[src/rtl/qmf_pkg.sv]
// shared widths, codes and the divider stage record for the quad mesh face lookup
// no dependencies
package qmf_pkg;

  localparam int unsigned FaceW    = 22;
  localparam int unsigned CellW    = 20;
  localparam int unsigned RegW     = 11;
  localparam int unsigned MaxCells = 1024;

  // configuration register indexes
  localparam logic CFG_ACROSS = 1'b0;
  localparam logic CFG_DOWN   = 1'b1;

  typedef enum logic [2:0] {
    KIND_INNER_H = 3'd0,
    KIND_INNER_V = 3'd1,
    KIND_BOTTOM  = 3'd2,
    KIND_TOP     = 3'd3,
    KIND_LEFT    = 3'd4,
    KIND_RIGHT   = 3'd5
  } face_kind_e;

  // what one divider cell hands to the next
  typedef struct packed {
    logic             valid;
    logic [FaceW-1:0] rem;
    logic [FaceW-1:0] quot;
  } div_stage_t;

endpackage

[src/rtl/qmf_div_cell.sv]
// one restoring-division cell: settles a single quotient bit of face / (2*across+1)
// depends on qmf_pkg
module qmf_div_cell #(
  parameter int unsigned BIT  = 0,
  parameter int unsigned DIVW = 12
) (
  input  logic                clk_i,
  input  logic                rst_ni,
  input  logic                en_i,
  input  logic [DIVW-1:0]     divisor_i,
  input  qmf_pkg::div_stage_t stage_i,
  output qmf_pkg::div_stage_t stage_o
);
  import qmf_pkg::*;

  localparam int unsigned SumW = FaceW + DIVW;

  logic [SumW-1:0]  rem_ext;
  logic [SumW-1:0]  hi;
  logic [SumW-1:0]  sub;
  logic             fits;
  div_stage_t       stage_d;
  logic             valid_q;
  logic [FaceW-1:0] rem_q;
  logic [FaceW-1:0] quot_q;

  always_comb begin
    rem_ext = SumW'(stage_i.rem);
    hi      = rem_ext >> BIT;
    fits    = hi >= SumW'(divisor_i);
    sub     = rem_ext - (SumW'(divisor_i) << BIT);
    stage_d = stage_i;
    if (fits) begin
      stage_d.rem       = FaceW'(sub);
      stage_d.quot[BIT] = 1'b1;
    end
  end

  always_ff @(posedge clk_i or negedge rst_ni) begin
    if (!rst_ni) begin
      valid_q <= 1'b0;
    end else if (en_i) begin
      valid_q <= stage_d.valid;
    end
  end

  always_ff @(posedge clk_i) begin
    if (en_i) begin
      rem_q  <= stage_d.rem;
      quot_q <= stage_d.quot;
    end
  end

  assign stage_o = '{valid: valid_q, rem: rem_q, quot: quot_q};

endmodule

[src/rtl/qmf_classify.sv]
// turns row and position into cell numbers and face kind, two register stages
// depends on qmf_pkg
module qmf_classify #(
  parameter int unsigned CNTW = 11
) (
  input  logic                     clk_i,
  input  logic                     rst_ni,
  input  logic                     en_i,
  input  logic [CNTW-1:0]          across_i,
  input  logic [CNTW-1:0]          down_i,
  input  qmf_pkg::div_stage_t      stage_i,
  output logic                     valid_o,
  output logic [qmf_pkg::CellW-1:0] back_cell_o,
  output logic [qmf_pkg::CellW-1:0] front_cell_o,
  output logic                     front_present_o,
  output logic [2:0]               face_kind_o,
  output logic                     out_of_range_o
);
  import qmf_pkg::*;

  localparam int unsigned KW = CNTW + 1;

  logic [KW-1:0]         k;
  logic [FaceW+CNTW-1:0] prod_full;
  logic                  in_rows;
  logic                  is_top;

  logic [CellW-1:0] prod_d, back_col_d, front_col_d;
  logic             present_d, oor_d;
  face_kind_e       kind_d;

  logic             a_valid_q;
  logic [CellW-1:0] prod_q, back_col_q, front_col_q;
  logic             present_q, oor_q;
  face_kind_e       kind_q;

  logic             b_valid_q;
  logic [CellW-1:0] back_q, front_q;
  logic             b_present_q, b_oor_q;
  face_kind_e       b_kind_q;

  always_comb begin
    k         = KW'(stage_i.rem);
    prod_full = stage_i.quot * across_i;
    prod_d    = CellW'(prod_full);
    in_rows   = stage_i.quot < FaceW'(down_i);
    is_top    = (stage_i.quot == FaceW'(down_i)) && (k < KW'(across_i));

    back_col_d  = '0;
    front_col_d = '0;
    present_d   = 1'b0;
    oor_d       = 1'b0;
    kind_d      = KIND_INNER_H;

    if (in_rows) begin
      if (k == {across_i, 1'b0}) begin
        back_col_d = CellW'(across_i) - CellW'(1);
        kind_d     = KIND_RIGHT;
      end else if (k == KW'(1)) begin
        kind_d = KIND_LEFT;
      end else if (!k[0]) begin
        back_col_d = CellW'(k >> 1);
        if (stage_i.quot != '0) begin
          // lower neighbor sits one row back
          front_col_d = CellW'(k >> 1) - CellW'(across_i);
          present_d   = 1'b1;
          kind_d      = KIND_INNER_H;
        end else begin
          kind_d = KIND_BOTTOM;
        end
      end else begin
        back_col_d  = CellW'(k >> 1) - CellW'(1);
        front_col_d = CellW'(k >> 1);
        present_d   = 1'b1;
        kind_d      = KIND_INNER_V;
      end
    end else if (is_top) begin
      // row equals down here, so step back one row
      back_col_d = CellW'(k) - CellW'(across_i);
      kind_d     = KIND_TOP;
    end else begin
      oor_d = 1'b1;
    end
  end

  always_ff @(posedge clk_i or negedge rst_ni) begin
    if (!rst_ni) begin
      a_valid_q <= 1'b0;
      b_valid_q <= 1'b0;
    end else if (en_i) begin
      a_valid_q <= stage_i.valid;
      b_valid_q <= a_valid_q;
    end
  end

  always_ff @(posedge clk_i) begin
    if (en_i) begin
      prod_q      <= prod_d;
      back_col_q  <= back_col_d;
      front_col_q <= front_col_d;
      present_q   <= present_d;
      oor_q       <= oor_d;
      kind_q      <= kind_d;

      back_q      <= oor_q ? '0 : prod_q + back_col_q;
      front_q     <= present_q ? prod_q + front_col_q : '0;
      b_present_q <= present_q;
      b_oor_q     <= oor_q;
      b_kind_q    <= kind_q;
    end
  end

  assign valid_o         = b_valid_q;
  assign back_cell_o     = back_q;
  assign front_cell_o    = front_q;
  assign front_present_o = b_present_q;
  assign face_kind_o     = b_kind_q;
  assign out_of_range_o  = b_oor_q;

endmodule

[src/rtl/quad_mesh_face_to_cells.sv]
// top level of the quad mesh face-to-cells lookup
// depends on qmf_pkg, qmf_div_cell and qmf_classify
//
// Takes one face number per cycle and returns one result per face number, in order.
// The row is found by a chain of 22 division cells, one quotient bit each, followed
// by two classify stages, all of them registered. An item that waits in the input skid
// register enters the chain once the stall clears. Sustained rate is one item per clock
// as long as results are taken; an output stall freezes the whole chain, and the skid
// register still takes one further item. Cell counts of zero act as one and counts
// above MAX_CELLS_PER_SIDE act as that maximum. Write configuration only while no
// item is in flight.
module quad_mesh_face_to_cells #(
  parameter int unsigned MAX_CELLS_PER_SIDE = qmf_pkg::MaxCells
) (
  input  logic                       clk_i,
  input  logic                       rst_ni,
  input  logic                       cfg_we_i,
  input  logic                       cfg_index_i,
  input  logic [qmf_pkg::RegW-1:0]   cfg_data_i,
  input  logic                       in_valid_i,
  output logic                       in_ready_o,
  input  logic [qmf_pkg::FaceW-1:0]  face_number_i,
  output logic                       out_valid_o,
  input  logic                       out_ready_i,
  output logic [qmf_pkg::CellW-1:0]  back_cell_o,
  output logic [qmf_pkg::CellW-1:0]  front_cell_o,
  output logic                       front_present_o,
  output logic [2:0]                 face_kind_o,
  output logic                       out_of_range_o
);
  import qmf_pkg::*;

  localparam int unsigned CntW = $clog2(MAX_CELLS_PER_SIDE + 1);
  localparam int unsigned DivW = CntW + 1;

  logic [RegW-1:0] across_q, down_q;
  logic [CntW-1:0] across_eff, down_eff;
  logic [DivW-1:0] width_row;

  logic             en;
  logic             skid_valid_q;
  logic [FaceW-1:0] skid_face_q;
  div_stage_t       chain [FaceW+1];

  always_ff @(posedge clk_i or negedge rst_ni) begin
    if (!rst_ni) begin
      across_q <= RegW'(1);
      down_q   <= RegW'(1);
    end else if (cfg_we_i) begin
      unique case (cfg_index_i)
        CFG_ACROSS: across_q <= cfg_data_i;
        CFG_DOWN:   down_q   <= cfg_data_i;
        default:    ;
      endcase
    end
  end

  always_comb begin
    if (across_q == '0) begin
      across_eff = CntW'(1);
    end else if (32'(across_q) > MAX_CELLS_PER_SIDE) begin
      across_eff = CntW'(MAX_CELLS_PER_SIDE);
    end else begin
      across_eff = CntW'(across_q);
    end
    if (down_q == '0) begin
      down_eff = CntW'(1);
    end else if (32'(down_q) > MAX_CELLS_PER_SIDE) begin
      down_eff = CntW'(MAX_CELLS_PER_SIDE);
    end else begin
      down_eff = CntW'(down_q);
    end
    width_row = {across_eff, 1'b1};
  end

  // the whole chain moves when the output register is free
  assign en         = !out_valid_o || out_ready_i;
  assign in_ready_o = !skid_valid_q;

  always_ff @(posedge clk_i or negedge rst_ni) begin
    if (!rst_ni) begin
      skid_valid_q <= 1'b0;
    end else if (skid_valid_q && en) begin
      skid_valid_q <= 1'b0;
    end else if (!skid_valid_q && in_valid_i && !en) begin
      skid_valid_q <= 1'b1;
    end
  end

  always_ff @(posedge clk_i) begin
    if (!skid_valid_q && in_valid_i && !en) begin
      skid_face_q <= face_number_i;
    end
  end

  assign chain[0].valid = skid_valid_q || in_valid_i;
  assign chain[0].rem   = skid_valid_q ? skid_face_q : face_number_i;
  assign chain[0].quot  = '0;

  for (genvar j = 0; j < FaceW; j++) begin : g_cell
    qmf_div_cell #(
      .BIT  (FaceW - 1 - j),
      .DIVW (DivW)
    ) u_cell (
      .clk_i     (clk_i),
      .rst_ni    (rst_ni),
      .en_i      (en),
      .divisor_i (width_row),
      .stage_i   (chain[j]),
      .stage_o   (chain[j+1])
    );
  end

  qmf_classify #(
    .CNTW (CntW)
  ) u_classify (
    .clk_i           (clk_i),
    .rst_ni          (rst_ni),
    .en_i            (en),
    .across_i        (across_eff),
    .down_i          (down_eff),
    .stage_i         (chain[FaceW]),
    .valid_o         (out_valid_o),
    .back_cell_o     (back_cell_o),
    .front_cell_o    (front_cell_o),
    .front_present_o (front_present_o),
    .face_kind_o     (face_kind_o),
    .out_of_range_o  (out_of_range_o)
  );

endmodule

[config.mk]
export PLATFORM = sky130hd
export DESIGN_NAME = quad_mesh_face_to_cells
export DESIGN_NICKNAME = d
export VERILOG_FILES = /design/src/rtl/qmf_pkg.sv /design/src/rtl/qmf_div_cell.sv /design/src/rtl/qmf_classify.sv /design/src/rtl/quad_mesh_face_to_cells.sv
export SDC_FILE = /design/constraint.sdc
export NUM_CORES = 2
export LEC_CHECK = 0
export BUFFER_PORTS_ARGS = -buffer_cell sky130_fd_sc_hd__buf_2
export CAP_MARGIN = 0
export CORE_MARGIN = 1.5
export CORE_UTILIZATION = 50
export DETAILED_ROUTE_END_ITERATION = 16
export PLACE_DENSITY = 0.65
export REMOVE_ABC_BUFFERS = 1
export SETUP_SLACK_MARGIN = 0.02
export SLEW_MARGIN = 20
export SYNTH_ARGS = -nofsm -noshare
export SYNTH_HDL_FRONTEND = slang
export SYNTH_SLANG_ARGS = --single-unit
[constraint.sdc]
create_clock -name clk_i -period 50.1 [get_ports clk_i]
set_input_delay 7.515 -clock clk_i [delete_from_list [all_inputs] [get_ports clk_i]]
set_output_delay 7.515 -clock clk_i [all_outputs]
set_load 0.01 [all_outputs]
==> metrics.txt <==
clock tree sinks 891; hold-fix buffers at CTS 0; initial antenna violation count 6; register bit total from synthesis roughly 890; Core Region slightly above 0.09 mm2; RSZ-0062 raised after global routing no; main area contributors after synthesis edfxtp_1, ha_1, fa_1; Max Freq about 87 MHz; CTS buffer count 95; CP max stage cell buf_4; Critical Path End Type register; total congestion overflow 0; post-synthesis simple-gate area fraction 9.54%; Synth Area in Compound Gates under 10%; DRC violation total after the first TritonRoute iteration 1,736; first-pass GRT wire length about 140,000 um; largest net degree at the start of global routing 200; GPL Wtd Cong approximately 0.89; CTS Buffer Depth 3; Synth cell types 89; most frequent CP cell buf_4; Starting Density between 50 and 60%; nets between 4,000 and 5,000; max incr delay on CP a little under 0.9 ns; Clock Skews 0.0429 ns; H-tree levels 3; area grow syn2layout 11.1%; top-count cell post-synth edfxtp_1; syn avg cell area about 13 um2; WL per Instance between 15 and 20 um; slew margin rel. approximately 26%; Synth top area share 53.7%; worst hold path type reg2reg; leading area contributor after synthesis edfxtp_1; Rows 112; Worst-path clk slew approximately 0.060 ns; Final Max Tran Viols 0; routed wire length ~88,000 um; adder-cell share of the synthesized area approximately 14%; crit path max fanout between 150 and 200; latest clock arrival within the worst-skew pair just under 0.7 ns; crit path DAT roughly 12 ns; dpl hpwl approximately 60,000 um; Post-synth EDFFs 844; Routed Antenna Nets 0; Port Buf Inserts between 80 and 90; worst endpoint required time 50.41 ns; DR vias 27,700; Die X-Extent a little over 300 um; max cap viols 0; Worst Tran Pin Value between 1 and 1.5 ns; Synth Warn # 0; largest family of logic cells by synthesized area adder cells; Post-route DRC 0; CTS root buffer clkbuf_16; via/cell ratio 5.37; 1st-pass router iterations 7; count of final hold-check violations 0; xor/xnor share of the synthesized area around 5.2%; Post-CTS Resized 0; # fillers just under 8,000; worst path cell trace buf_2, nor2b_2, buf_4, inv_8, buf_4, buf_4, buf_12, buf_4; post-layout min period approximately 11 ns; die area just under 0.1 mm2; setup TNS 0 ns; post-synthesis sequential area ratio 56.2%; cell area after synthesis approximately 0.047 mm2; Mapped Cells 3,690; share of cells above drive strength 1 a little under an eighth; Final period util 22.9%; I/O pin count 86; vias in the first global route approximately 27,000; Post-synth top cells edfxtp_1, nand2_1, ha_1, inv_1, nor2_1; Synth async-reset ratio between 5 and 6%; number of setup violations in the final report 0; outcome complete, no violations; postcts setup bufs 0; CTS tree built; Primary FF master, synth edfxtp_1; crit path launch type input pin; all-layer global routing usage a little under a fifth; die height roughly 310 um; Crit Path Class in2reg; post-synthesis mux area share 3.18%
-- routing by layer --
| layer | up-vias | routed length [um] | GRT usage [%] | share of wire [%] |
|---|---|---|---|---|
| met5 | - | 24 | 0 | 0.027 |
| met4 | 4 | 1740 | 4.62 | 2.0 |
| met3 | 128 | 4970 | 3.48 | 5.6 |
| met2 | 544 | 40400 | 30.0 | 46 |
| met1 | 13300 | 41200 | 26.3 | 47 |
| li1 | 13800 | - | - | - |
-- worst max-delay path, delay by kind of cell --
kind / cells / cell delay, ns
AND/OR/NAND/NOR: 1 / 0.03
buffers and inverters: 7 / 3.97
-- area by class of cell --
type | count | area, um2 | share of cell area (%)
inverters | 227 | 860 | 1.64
well taps | 1254 | 1570 | 2.99
clock inverters | 64 | 769 | 1.47
clock buffers | 111 | 2490 | 4.74
repair buffers | 122 | 719 | 1.37
multi-input cells | 2492 | 19500 | 37.2
diodes | 4 | 10.0 | 0.0191
flip-flops and latches | 891 | 26500 | 50.6
-- layout by cell type, fill, tap and decap left out, types with 35 or more instances in the layout --
cell / count
ha_1: 308
a21o_1: 97
dfrtp_1: 45
fa_1: 136
xor2_1: 107
edfxtp_1: 844
nor2b_1: 55
mux2_2: 128
nand2_1: 324
nor3_1: 72
clkbuf_16: 95
nor2_1: 201
buf_2: 85
a21oi_1: 197
and2_1: 82
xnor2_1: 173
o21a_1: 38
buf_4: 35
o21ai_0: 168
nand3_1: 47
inv_1: 224
-- cell families after synthesis --
| family | after synthesis |
|---|---|
| xor gates and xnor gates | 281 |
| DFF | 891 |
| adders and majority gates | 444 |
| muxes | 134 |
| and+or+nand+nor | 938 |
| AOI/OAI and AO/OA | 694 |
| other | 1 |
| buffers and inverters | 307 |
-- metrics by stage --
stage / setup WS, ns / util, % / cells / hold slack [ns] / instance area [um2]
2_1_floorplan: 19.97 / - / 3610 / 0.400 / 46900
5_1_grt: 38.22 / 56.1 / 5162 / 0.404 / 52500
6_report: 38.61 / 56.1 / 5165 / 0.384 / 52500
3_5_place_dp: 37.77 / 52.6 / 4986 / 0.405 / 49200
4_1_cts: 38.54 / 56.1 / 5161 / 0.385 / 52400
3_3_place_gp: 37.84 / 52.6 / 4985 / 0.400 / 49200
-- registers in the layout (all words and copies together) (netlist names), 3 cells and up --
signal / count
skid_face_q: 22
u_classify.back_cell_o: 20
u_classify.prod_q: 20
g_cell.u_cell.quot_q: 253
u_classify.front_col_q: 12
u_classify.back_col_q: 13
g_cell.u_cell.valid_q: 22
u_classify.face_kind_o: 3
across_q: 11
u_classify.kind_q: 3
u_classify.front_cell_o: 20
g_cell.u_cell.rem_q: 474
down_q: 11
-- final timing paths --
check,slack (ns),end,startpoint,cells after the start
worst max register to register,43.48,u_classify.prod_q[19],across_q[10],21
worst min-delay path,0.38,g_cell[19].u_cell.quot_q[9],g_cell[18].u_cell.quot_q[9],0
max in group asynchronous,42.66,down_q[6],rst_ni,2
worst min register to register,0.38,g_cell[19].u_cell.quot_q[9],g_cell[18].u_cell.quot_q[9],0
worst max-delay path,38.61,g_cell[15].u_cell.rem_q[15],out_ready_i,8
min in group asynchronous,6.96,g_cell[15].u_cell.valid_q,rst_ni,2
Power is not shown: default switching activity piles up to over one toggle a cycle in this logic, so the estimate is an artifact.
